--- src/rtl/fcsa_pkg.sv ---
// ----------------------------------------------------------------------------
// fcsa_pkg
// constants, tables and shared types of the sensor averager
// ----------------------------------------------------------------------------
`timescale 1ns / 1ps
package fcsa_pkg;
	localparam int SEGMENTS_DEF = 31;
	localparam int RANGE_TABLES_DEF = 6;
	localparam int TBL_COLS = 64;
	localparam int TBL_ROWS = 8;

	typedef enum logic [2:0] {
		REG_CUR1_SCALE = 3'd0,
		REG_CUR2_SCALE = 3'd1,
		REG_COND1_GAIN = 3'd2,
		REG_COND2_GAIN = 3'd3,
		REG_COND1_OFS  = 3'd4,
		REG_COND2_OFS  = 3'd5,
		REG_RANGE      = 3'd6,
		REG_AVG_LEN    = 3'd7
	} reg_idx_t;

	// divider request / result between sequencer and divider
	typedef struct packed {
		logic        start;
		logic [29:0] dividend;
		logic [15:0] divisor;
	} div_req_t;

	typedef struct packed {
		logic        done;
		logic [29:0] quot;
	} div_rsp_t;

	function automatic logic [9:0] breakpoint(input logic [5:0] i);
		logic [9:0] r;
		case (i)
			6'd0: r = 10'd997;  6'd1: r = 10'd991;  6'd2: r = 10'd961;
			6'd3: r = 10'd945;  6'd4: r = 10'd935;  6'd5: r = 10'd903;
			6'd6: r = 10'd902;  6'd7: r = 10'd846;  6'd8: r = 10'd821;
			6'd9: r = 10'd559;  6'd10: r = 10'd548; 6'd11: r = 10'd325;
			6'd12: r = 10'd214; 6'd13: r = 10'd157; 6'd14: r = 10'd121;
			6'd15: r = 10'd112; 6'd16: r = 10'd77;  6'd17: r = 10'd75;
			6'd18: r = 10'd64;  6'd19: r = 10'd50;  6'd20: r = 10'd47;
			6'd21: r = 10'd29;  6'd22: r = 10'd25;  6'd23: r = 10'd23;
			6'd24: r = 10'd20;  6'd25: r = 10'd19;  6'd26: r = 10'd18;
			6'd27: r = 10'd12;  6'd28: r = 10'd8;   6'd29: r = 10'd5;
			default: r = 10'd0;
		endcase
		return r;
	endfunction

	function automatic logic [10:0] factor(input logic [2:0] code, input logic [5:0] s);
		logic [10:0] r;
		r = 11'd0;
		case (code)
			3'd0: begin
				if (s < 6'd3) r = 11'd1176;
				else if (s < 6'd9) r = 11'd1082;
				else if (s < 6'd14) r = 11'd1024;
				else if (s < 6'd29) r = 11'd798;
				else if (s == 6'd29) r = 11'd709;
				else if (s == 6'd30) r = 11'd863;
			end
			3'd1: begin
				if (s < 6'd4) r = 11'd1185;
				else if (s < 6'd11) r = 11'd1097;
				else if (s < 6'd18) r = 11'd1024;
				else if (s < 6'd21) r = 11'd997;
				else if (s < 6'd23) r = 11'd967;
				else if (s < 6'd27) r = 11'd930;
				else if (s < 6'd31) r = 11'd904;
			end
			3'd2: begin
				if (s == 6'd0) r = 11'd1687;
				else if (s == 6'd1) r = 11'd1184;
				else if (s < 6'd6) r = 11'd1145;
				else if (s < 6'd15) r = 11'd1024;
				else if (s < 6'd20) r = 11'd972;
				else if (s < 6'd31) r = 11'd849;
			end
			3'd3: begin
				if (s < 6'd5) r = 11'd1046;
				else if (s < 6'd17) r = 11'd926;
				else if (s < 6'd22) r = 11'd1024;
				else if (s < 6'd26) r = 11'd1144;
				else if (s < 6'd31) r = 11'd1025;
			end
			3'd4: begin
				if (s < 6'd7) r = 11'd1137;
				else if (s < 6'd10) r = 11'd1033;
				else if (s < 6'd12) r = 11'd1004;
				else if (s < 6'd16) r = 11'd1024;
				else if (s < 6'd25) r = 11'd1071;
				else if (s < 6'd29) r = 11'd1004;
				else if (s < 6'd31) r = 11'd837;
			end
			3'd5: begin
				if (s < 6'd19) r = 11'd1000;
				else if (s < 6'd27) r = 11'd1024;
				else if (s < 6'd29) r = 11'd1100;
				else if (s < 6'd31) r = 11'd1203;
			end
			default: r = 11'd0;
		endcase
		return r;
	endfunction
endpackage

--- src/rtl/fcsa_divider.sv ---
// ----------------------------------------------------------------------------
// fcsa_divider
// restoring divider, one quotient bit per cycle
// ----------------------------------------------------------------------------
`timescale 1ns / 1ps
module fcsa_divider (
	input  logic               clk,
	input  logic               arst_n,
	input  fcsa_pkg::div_req_t req,
	output fcsa_pkg::div_rsp_t rsp
);
	logic [29:0] quot_q;
	logic [16:0] rem_q;
	logic [15:0] dvs_q;
	logic [4:0]  cnt_q;
	logic        busy_q;
	logic        done_q;
	logic [16:0] trial;
	logic        fits;

	assign trial = {rem_q[15:0], quot_q[29]};
	assign fits  = trial >= {1'b0, dvs_q};

	always_ff @(posedge clk or negedge arst_n) begin
		if (!arst_n) begin
			busy_q <= 1'b0;
			done_q <= 1'b0;
			cnt_q  <= '0;
		end else begin
			done_q <= 1'b0;
			if (req.start) begin
				busy_q <= 1'b1;
				cnt_q  <= 5'd29;
			end else if (busy_q) begin
				if (cnt_q == 5'd0) begin
					busy_q <= 1'b0;
					done_q <= 1'b1;
				end
				cnt_q <= cnt_q - 5'd1;
			end
		end
	end

	always_ff @(posedge clk) begin
		if (req.start) begin
			quot_q <= req.dividend;
			rem_q  <= '0;
			dvs_q  <= req.divisor;
		end else if (busy_q) begin
			rem_q  <= fits ? trial - {1'b0, dvs_q} : trial;
			quot_q <= {quot_q[28:0], fits};
		end
	end

	assign rsp.done = done_q;
	assign rsp.quot = quot_q;
endmodule

--- src/rtl/four_channel_sensor_averager.sv ---
// ----------------------------------------------------------------------------
// four_channel_sensor_averager
// round-robin four-slot running average with piecewise gain correction
// ----------------------------------------------------------------------------
// channel  | valid / ready          | payload
// sample   | sample_valid / _ready  | sample
// result   | result_valid / _ready  | slot, value, segment, next_mux, next_reference
// config   | cfg_valid / cfg_ready  | cfg_index, cfg_data
//
// a current sample runs two serial divides of 30 quotient bits each (scale,
// then divide by N) on the one shared divider between its transfer and
// result valid. a conductivity sample skips the scale divide, then tests
// one breakpoint a cycle and ends with a two-step multiply. the sample side
// reopens once the result is registered; a result still waiting holds only
// the next result. averages clear on reset; config is always accepted.
`timescale 1ns / 1ps
module four_channel_sensor_averager #(
	parameter int SEGMENTS     = fcsa_pkg::SEGMENTS_DEF,
	parameter int RANGE_TABLES = fcsa_pkg::RANGE_TABLES_DEF
) (
	input  logic        clk,
	input  logic        arst_n,
	input  logic        sample_valid,
	output logic        sample_ready,
	input  logic [9:0]  sample,
	output logic        result_valid,
	input  logic        result_ready,
	output logic [1:0]  slot,
	output logic signed [31:0] value,
	output logic [4:0]  segment,
	output logic [2:0]  next_mux,
	output logic        next_reference,
	input  logic        cfg_valid,
	output logic        cfg_ready,
	input  logic [2:0]  cfg_index,
	input  logic [31:0] cfg_data
);
	localparam int SW = $clog2(SEGMENTS);

	typedef enum logic [7:0] {
		ST_IDLE = 8'b0000_0001,
		ST_DIV1 = 8'b0000_0010,
		ST_DIV2 = 8'b0000_0100,
		ST_UPD  = 8'b0000_1000,
		ST_SEG  = 8'b0001_0000,
		ST_MUL1 = 8'b0010_0000,
		ST_MUL2 = 8'b0100_0000,
		ST_OUT  = 8'b1000_0000
	} state_t;

	state_t state_q;

	// configuration registers
	logic [15:0] cur1_scale_q, cur2_scale_q;
	logic [23:0] c1_gain_q, c2_gain_q;
	logic [11:0] c1_ofs_q, c2_ofs_q;
	logic [5:0]  range_q;
	logic [31:0] len_q;

	assign cfg_ready = 1'b1;

	always_ff @(posedge clk or negedge arst_n) begin
		if (!arst_n) begin
			cur1_scale_q <= 16'd256;
			cur2_scale_q <= 16'd256;
			c1_gain_q    <= 24'd65536;
			c2_gain_q    <= 24'd65536;
			c1_ofs_q     <= '0;
			c2_ofs_q     <= '0;
			range_q      <= '0;
			len_q        <= 32'h0101_0101;
		end else if (cfg_valid) begin
			case (fcsa_pkg::reg_idx_t'(cfg_index))
				fcsa_pkg::REG_CUR1_SCALE: cur1_scale_q <= cfg_data[15:0];
				fcsa_pkg::REG_CUR2_SCALE: cur2_scale_q <= cfg_data[15:0];
				fcsa_pkg::REG_COND1_GAIN: c1_gain_q    <= cfg_data[23:0];
				fcsa_pkg::REG_COND2_GAIN: c2_gain_q    <= cfg_data[23:0];
				fcsa_pkg::REG_COND1_OFS:  c1_ofs_q     <= cfg_data[11:0];
				fcsa_pkg::REG_COND2_OFS:  c2_ofs_q     <= cfg_data[11:0];
				fcsa_pkg::REG_RANGE:      range_q      <= cfg_data[5:0];
				fcsa_pkg::REG_AVG_LEN:    len_q        <= cfg_data;
				default: ;
			endcase
		end
	end

	// per-slot state
	logic [1:0]  ptr_q;
	logic [23:0] avg_q [4];
	logic [23:0] tgt_q;      // target, then new average
	logic        neg_q;      // sign of the average step
	logic [23:0] mag_q;      // magnitude of step
	logic [SW-1:0] seg_q;
	logic        seg_found_q;
	logic [24:0] dmag_q;     // |avg - offset|
	logic        dneg_q;
	logic [47:0] prod_q;     // |diff| * gain, fits 25+24 bits minus one
	logic [63:0] acc_q;

	fcsa_pkg::div_req_t dreq;
	fcsa_pkg::div_rsp_t drsp;

	fcsa_divider u_div (.clk(clk), .arst_n(arst_n), .req(dreq), .rsp(drsp));

	logic [7:0]  n_raw;
	logic [7:0]  n_eff;
	logic [15:0] scale_raw;
	logic        is_cur;
	logic [23:0] cur_avg;
	logic [2:0]  code;
	logic [23:0] gain_sel;
	logic [11:0] ofs_sel;
	logic [10:0] fac;
	logic [24:0] new_avg;
	logic [9:0]  bp;
	logic [29:0] sat_tgt;

	assign is_cur    = ~ptr_q[1];
	assign n_raw     = len_q[8*ptr_q +: 8];
	assign n_eff     = (n_raw == 8'd0) ? 8'd1 : n_raw;
	assign scale_raw = (ptr_q == 2'd0) ? cur2_scale_q : cur1_scale_q;
	assign cur_avg   = avg_q[ptr_q];
	assign code      = ptr_q[0] ? range_q[2:0] : range_q[5:3];
	assign gain_sel  = ptr_q[0] ? c1_gain_q : c2_gain_q;
	assign ofs_sel   = ptr_q[0] ? c1_ofs_q : c2_ofs_q;
	assign fac       = ({29'd0, code} < RANGE_TABLES)
		? fcsa_pkg::factor(code, 6'(seg_q)) : 11'd0;
	assign bp        = fcsa_pkg::breakpoint(6'(seg_q));
	assign sat_tgt   = drsp.quot;
	assign new_avg   = neg_q ? {1'b0, cur_avg} - {1'b0, drsp.quot[23:0]}
		: {1'b0, cur_avg} + {1'b0, drsp.quot[23:0]};

	always_comb begin
		dreq = '0;
		if (state_q == ST_IDLE && sample_valid && ptr_q[1] == 1'b0) begin
			dreq.start    = 1'b1;
			dreq.dividend = {sample, 20'd0};
			dreq.divisor  = (scale_raw == 16'd0) ? 16'd1 : scale_raw;
		end else if (state_q == ST_UPD) begin
			dreq.start    = 1'b1;
			dreq.dividend = {6'd0, mag_q};
			dreq.divisor  = {8'd0, n_eff};
		end
	end

	assign sample_ready = (state_q == ST_IDLE);

	logic [24:0] dsum;
	assign dsum = {1'b0, tgt_q} - {1'b0, cur_avg};

	always_ff @(posedge clk or negedge arst_n) begin
		if (!arst_n) begin
			state_q      <= ST_IDLE;
			ptr_q        <= '0;
			result_valid <= 1'b0;
			for (int i = 0; i < 4; i++) avg_q[i] <= '0;
		end else begin
			case (state_q)
				ST_IDLE: if (sample_valid) begin
					if (is_cur) state_q <= ST_DIV1;
					else begin
						tgt_q   <= {2'd0, sample, 12'd0};
						state_q <= ST_DIV2;
					end
				end
				ST_DIV1: if (drsp.done) begin
					tgt_q   <= (sat_tgt > 30'hFF_FFFF) ? 24'hFF_FFFF : sat_tgt[23:0];
					state_q <= ST_DIV2;
				end
				ST_DIV2: begin
					// form sign and magnitude of target - average
					neg_q   <= dsum[24];
					mag_q   <= dsum[24] ? 24'(-dsum) : dsum[23:0];
					state_q <= ST_UPD;
				end
				ST_UPD: state_q <= ST_SEG;
				ST_SEG: if (drsp.done && !seg_found_q) begin
					avg_q[ptr_q] <= new_avg[23:0];
					tgt_q        <= new_avg[23:0];
					seg_q        <= '0;
					seg_found_q  <= 1'b1;
					if (is_cur) state_q <= ST_OUT;
				end else if (seg_found_q) begin
					// one breakpoint compare a cycle
					if (tgt_q >= {2'd0, bp, 12'd0} || seg_q == SW'(SEGMENTS - 1)) begin
						dneg_q  <= ({1'b0, tgt_q} < {1'b0, ofs_sel, 10'd0} + 25'd0);
						dmag_q  <= ({1'b0, tgt_q} < {3'd0, ofs_sel, 10'd0})
							? {3'd0, ofs_sel, 10'd0} - {1'b0, tgt_q}
							: {1'b0, tgt_q} - {3'd0, ofs_sel, 10'd0};
						state_q <= ST_MUL1;
					end else seg_q <= seg_q + SW'(1);
				end
				ST_MUL1: begin
					prod_q  <= {23'd0, dmag_q} * {24'd0, gain_sel};
					state_q <= ST_MUL2;
				end
				ST_MUL2: begin
					acc_q   <= {16'd0, prod_q} * {53'd0, fac};
					state_q <= ST_OUT;
				end
				ST_OUT: if (!result_valid) begin
					result_valid   <= 1'b1;
					slot           <= ptr_q;
					segment        <= is_cur ? 5'd0 : 5'(seg_q);
					next_mux       <= (ptr_q == 2'd0) ? 3'd2 : (ptr_q == 2'd1) ? 3'd6
						: (ptr_q == 2'd2) ? 3'd7 : 3'd0;
					next_reference <= ptr_q[0] ^ ptr_q[1];
					if (is_cur) value <= {12'd0, tgt_q[23:4]};
					else if (acc_q[63:30] > 34'h7FFF_FFFF)
						value <= dneg_q ? 32'sh8000_0000 : 32'sh7FFF_FFFF;
					else value <= dneg_q ? -$signed(acc_q[61:30]) : $signed(acc_q[61:30]);
					ptr_q   <= ptr_q + 2'd1;
					state_q <= ST_IDLE;
				end
				default: state_q <= ST_IDLE;
			endcase
			if (state_q == ST_UPD) seg_found_q <= 1'b0;
			if (result_valid && result_ready) result_valid <= 1'b0;
		end
	end
endmodule

--- config.mk ---
export PLATFORM = sky130hd
export DESIGN_NAME = four_channel_sensor_averager
export DESIGN_NICKNAME = d
export VERILOG_FILES = /design/src/rtl/fcsa_pkg.sv /design/src/rtl/fcsa_divider.sv /design/src/rtl/four_channel_sensor_averager.sv
export SDC_FILE = /design/constraint.sdc
export NUM_CORES = 2
export LEC_CHECK = 0
export BUFFER_PORTS_ARGS = -buffer_cell sky130_fd_sc_hd__clkbuf_2
export CAP_MARGIN = 10
export CORE_UTILIZATION = 60
export CTS_BUF_LIST = sky130_fd_sc_hd__clkbuf_4 sky130_fd_sc_hd__clkbuf_8 sky130_fd_sc_hd__clkbuf_16
export DETAILED_ROUTE_END_ITERATION = 12
export GPL_ROUTABILITY_DRIVEN = 0
export PLACE_DENSITY = 0.8
export SYNTH_ARGS = -nofsm -noshare
export SYNTH_HDL_FRONTEND = slang
export SYNTH_SLANG_ARGS = --single-unit
export TNS_END_PERCENT = 30
--- constraint.sdc ---
create_clock -name clk -period 9.1 [get_ports clk]
set_input_delay 1.82 -clock clk [delete_from_list [all_inputs] [get_ports clk]]
set_output_delay 1.82 -clock clk [all_outputs]
set_load 0.01 [all_outputs]
Yosys cells after proc, flatten, opt, wreduce, memory -nomap -nowiden
Memory sizes are Yosys's and may differ from the RTL's. A register that Yosys moved wholly into a read port is not among the register bits.
Index checks and enable logic that the tools add are counted.

word-level totals
  register bits after elaboration = 549
  latch bits = 0
  bits in writable memories = 0
  memory bits (read-only) = 320
  bits of input ports = 50
  output and inout bits = 46
  memories = 1

operators by class
  add/sub/neg operators = 11
  multiply operators = 2
  div/mod/pow operators = 0
  $lt $le $gt $ge = 32
  equal/unequal tests = 34
  shifts and indexed selects = 1
  mux-type cells = 94
  bitwise logic cells = 5
  reduce and logical (&&, ||, !) cells = 37

memory list
  memory           words  width  read ports  clocked after memory_dff  write ports  line            text
  (no name shown)  32     10     1           1                         0            fcsa_pkg.sv:37  case (i)

operators by type and width
  operator              number
  $mux 11               25
  $mux 24               11
  $mux 10               11
  $bwmux 96             1
  $mux 32               3
  $mux 47               2
  $pmux 24 s3           1
  $pmux 11 s6           1
  $lt 5x5->1 const B    13
  $mux 8                8
  $pmux 8 s8            1
  $mux 30               2
  $mul 48x11->59        1
  $bmux 24 s2           1
  $demux 24 s2          1
  $mul 25x24->48        1
  $mux 16               3
  $neg 29->32           1
  $shiftx 32x6->8       1
  $gt 29x31->1 const B  1
  $gt 30x24->1 const B  1
  $lt 5x4->1 const B    6
  $mux 5                6
  $reduce_and 2->1      13
  59 further kinds      101

Longest topological paths before layout
  word-level depth = 11
  gate-level depth with buffers = 34
  gate-level depth less buffers = 30

Cells and area by module
A second synthesis with hierarchy kept.

second synthesis, totals
  cell total of the unflattened synthesis = 6409
  area total of the unflattened synthesis = 62834.0 µm²

modules (own cells, without submodules)
  module                        instances  cells an instance  area each (µm²)  sequential area each (µm²)
  four_channel_sensor_averager  1          6102               59243.1          12478.2
  fcsa_divider                  1          307                3590.9           1876.8

Least setup slack after synthesis
OpenSTA, ideal clock, no wires.

  kind = flip-flop to flip-flop
  start point = register ptr_q[0]
  end point = register prod_q[47], data pin
  setup time = 0.259 ns
  arrival time = 8.456 ns
  path slack = 0.385 ns
  stages on the path, launching flop included = 31
  clock period less this slack = 8.715 ns
  cells stage by stage = dfrtp_1 > buf_2 > buf_2 > buf_1 > buf_1 > mux2i_1 > clkbuf_1 > nor2b_1 > fa_1 > fa_1 > fa_1 > inv_1 > fa_1 > inv_1 > fa_1 > inv_1 > fa_1 > inv_1 > fa_1 > ha_1 > o21ai_0 > nor2_1 > a211oi_1 > o21a_1 > a31oi_1 > a311o_1 > o31a_1 > a31oi_1 > o21ai_0 > a21oi_1 > xnor2_1

on the way
  longest elaborated chain between the ends = 2

RTL lines
  element                 line                                 text
  from (decl)             four_channel_sensor_averager.sv:88   logic [1:0] ptr_q;
  from (signal assigned)  four_channel_sensor_averager.sv:212  ptr_q <= ptr_q + 2'd1;
  $mux 24                 four_channel_sensor_averager.sv:124  assign gain_sel = ptr_q[0] ? c1_gain_q : c2_gain_q;
  $mul 25x24->48          four_channel_sensor_averager.sv:194  prod_q <= {23'd0, dmag_q} * {24'd0, gain_sel};
  to (signal assigned)    four_channel_sensor_averager.sv:194
  to (decl)               four_channel_sensor_averager.sv:97   logic [47:0] prod_q;

Every way passes these cells.
A chain may end at the register's enable or synchronous reset.

Final worst setup path
  start point = register ptr_q[0]
  end point = register prod_q[44], data pin

Same word-level chain as after synthesis.

==> summary.md <==
| Metric | Value |
|---|---|
| Seq cells post-synth | `529` |
| GRT Util Overall | `between 30% and 40%` |
| Mean Syn Cell Area | `9.671 um2` |
| Port bufs | `94` |
| Clock tree buffer depth | `3` |
| Run status | `finished clean` |
| Share of layout cells above drive strength 1 | `between 9 and 10%` |
| Clock slew seen by the registers of the worst setup and hold paths | `0.06 ns` |
| Via density | `6.040` |
| Synth async-reset ratio | `48.39%` |
| Achievable Freq | `about 0.12 GHz` |
| CTS Root Cell | `clkbuf_16` |
| I/O pin total | `96` |
| CTS tree | `built` |
| Critical path data required time | `9.47 ns` |
| Vias | `47480` |
| Cell Rows | `118` |
| Count of final setup violators | `0` |
| WP data arrival | `around 9 ns` |
| Die Width | `326.0 um` |
| Final setup TNS | `0 ns` |
| Kind of critical path | `reg -> reg` |
| H-tree depth | `2` |
| Synth cell types | `107` |
| Area added between synthesis and finish | `5.991%` |
| Syn Nets | `around 7900` |
| Router iterations before antenna repair | `6` |
| Grt ovf | `0` |
| Final hold vios | `0` |
| Cells after synthesis | `between 6000 and 7000` |
| Post-synth EDFFs | `about 250` |
| Worst Max-Slew Pin Slew | `about 1.2 ns` |
| Vias in the first global route | `49690` |
| Num Clock Sinks | `529` |
| Final min period | `8.635 ns` |
| RSZ-0062 raised after global routing | `no` |
| Yosys warns | `0` |
| Startpoint Class | `register` |
| Routed wire length | `165800 um` |
| Antenna viol nets, final | `0` |
| HPWL after DPL | `about 130000 um` |
| Final net count | `7779` |
| 1st-iter DRT viols | `4370` |
| Seq/Total Area, Yosys | `a little under a quarter` |
| Largest net degree at the start of global routing | `89` |
| Die height | `326.0 um` |
| Number of buffers created by CTS | `56` |
| Post-Syn Area | `between 60000 and 70000 um2` |
| Initial core utilization | `60.68%` |
| Slew HR | `19.90%` |
| First-pass GRT wire length | `266000 um` |
| Worst Clk Skew | `0.04370 ns` |
| Max-slew violations | `0` |
| DRC | `0` |
| Setup crit end kind | `register` |
| Die area | `106300 um2` |
| Crit-path max FO | `25` |
| Post-DR wirelength/cell | `between 20 and 25 um` |
| Fill cell count | `8050` |
| Core Footprint | `103800 um2` |
| Worst hold-check path type | `reg -> reg` |
| Tcrit/Tclk final | `94.89%` |
| Max_cap viols | `0` |
| Most used DFF post-synth | `edfxtp_1` |
| Antenna violations before repair | `8` |
| Clock Latency Late Sink | `0.67 ns` |
## cells in the final DEF (no fill, tap or decap), drive strengths merged, types with 19 or more instances in the layout
master,netlist,routed
dfxtp,26,26
nor3,38,38
and3,20,20
ha,380,380
nand3,39,39
mux2,178,178
nand2b,47,47
a31oi,30,30
edfxtp,247,247
nand2,990,990
a21oi,207,207
nor2,226,226
buf,27,97
o31ai,36,36
xnor2,135,135
xor2,94,94
a21o,88,88
fa,919,919
mux4,32,32
and2,320,320
nor4,25,25
inv,968,972
mux2i,58,58
or2,19,19
o21ai,270,270
nand4,33,33
dfrtp,247,247
clkbuf,304,169
o21a,30,30
a211oi,24,24
nor2b,170,170
## state kept, by name, summed over array words and instances (netlist names), 24 cells and up
name and flops:
c2_gain_q 24, len_q 32, mag_q 24, value 32, avg_q 96, acc_q 29
tgt_q 24, dmag_q 25, c1_gain_q 24, prod_q 48, u_div.quot_q 30
## area by class of cell
cell class	instances	area [um2]	area share, %
clock inverter	30	311.5	0.4667
multi-input combinational	4685	43800	65.62
sequential	529	14360	21.51
tap	1380	1727	2.586
clock buffer	76	1642	2.459
timing repair buffer	190	1271	1.904
inverter	968	3633	5.443
antenna	3	7.507	0.01125
## kinds of logic (layout without fill, tap and decap cells)
logic type,after synthesis,count (layout),synth area share (%)
AO/OA/AOI/OAI,875,875,8.957
XOR/XNOR,229,229,3.184
adder cells (fa/ha/maj),1299,1299,36.76
buffers and inverters,1299,1264,7.785
flip-flops,529,529,22.79
multiplexers,268,268,5.248
other,1,4,0.005954
AND/OR/NAND/NOR,2013,2013,15.27
## path summary, 6_finish.rpt
kind / depth (start not counted) / end / slack, ns / from
setup / recovery: 24 / prod_q[44] / 0.46 / ptr_q[0]
hold / removal: 2 / avg_q[60] / 0.48 / avg_q[60]
setup reg to reg: 24 / prod_q[44] / 0.46 / ptr_q[0]
hold reg to reg: 2 / avg_q[60] / 0.48 / avg_q[60]
max in group asynchronous: 2 / c2_gain_q[12] / 6.52 / arst_n
min in group asynchronous: 1 / avg_q[58] / 1.07 / arst_n
## synthesized netlist by cell type (94+ instances only)
master	number	area, um2
fa_1	919	18400
xor2_1	94	823.3
edfxtp_1	247	7417
nor2b_1	170	1064
xnor2_1	135	1182
mux2_2	178	2004
nor2_1	226	848.3
nand2_1	990	3716
dfrtp_1	247	6181
clkbuf_1	304	1141
o21ai_0	256	1281
inv_1	968	3633
and2_1	320	2002
a21oi_1	204	1021
ha_1	380	4755
## routing by layer
| layer | wire length, um | global-route usage (%) | vias to the layer above |
|---|---|---|---|
| met1 | 64200 | 41.82 | 23790 |
| met4 | 8196 | 14.09 | 6 |
| met2 | 77710 | 50.90 | 2386 |
| met5 | 40 | 0 | - |
| li1 | - | - | 20750 |
| met3 | 15690 | 6.254 | 550 |
## per-stage QoR
stage                     util, %  std cells  setup WS (ns)  hold WS (ns)  cell area (um2)
final                       64.32       7861         0.4646        0.4767            66760
after global routing        64.31       7858         0.1335        0.4981            66750
after CTS                   64.26       7856         0.3806        0.4797            66700
after detailed placement    62.38       7750         0.4585        0.4653            64750
after global placement      62.38       7750         0.4910        0.4529            64750
after floorplan                 -       6513         0.3846        0.4426            62980
## critical path, cell delays in order, from the launching register on
cell	delay, ns
dfrtp_4	0.76
mux2_2	0.53
buf_4	0.25
nand2_1	0.09
fa_1	0.56
inv_1	0.05
fa_1	0.50
fa_1	0.55
inv_1	0.05
fa_1	0.48
fa_1	0.50
fa_1	0.49
inv_1	0.05
fa_1	0.45
ha_1	0.39
o21ai_0	0.26
a21oi_1	0.18
a221o_1	0.32
a21oi_1	0.27
o211ai_1	0.38
a31o_2	0.35
a31oi_1	0.44
o211ai_1	0.19
o211ai_1	0.15
xnor2_1	0.11
## repair_timing
| action | in CTS | in global routing |
|---|---|---|
| resized for setup | 0 | 1 |
| setup buffers | 0 | 1 |
| hold buffers | 0 | 0 |
| endpoints found under the setup margin | 0 | 13 |
Power is left out: the tool's default activity adds up to more than one toggle a clock period on the data nets, which glitch-free logic cannot reach.
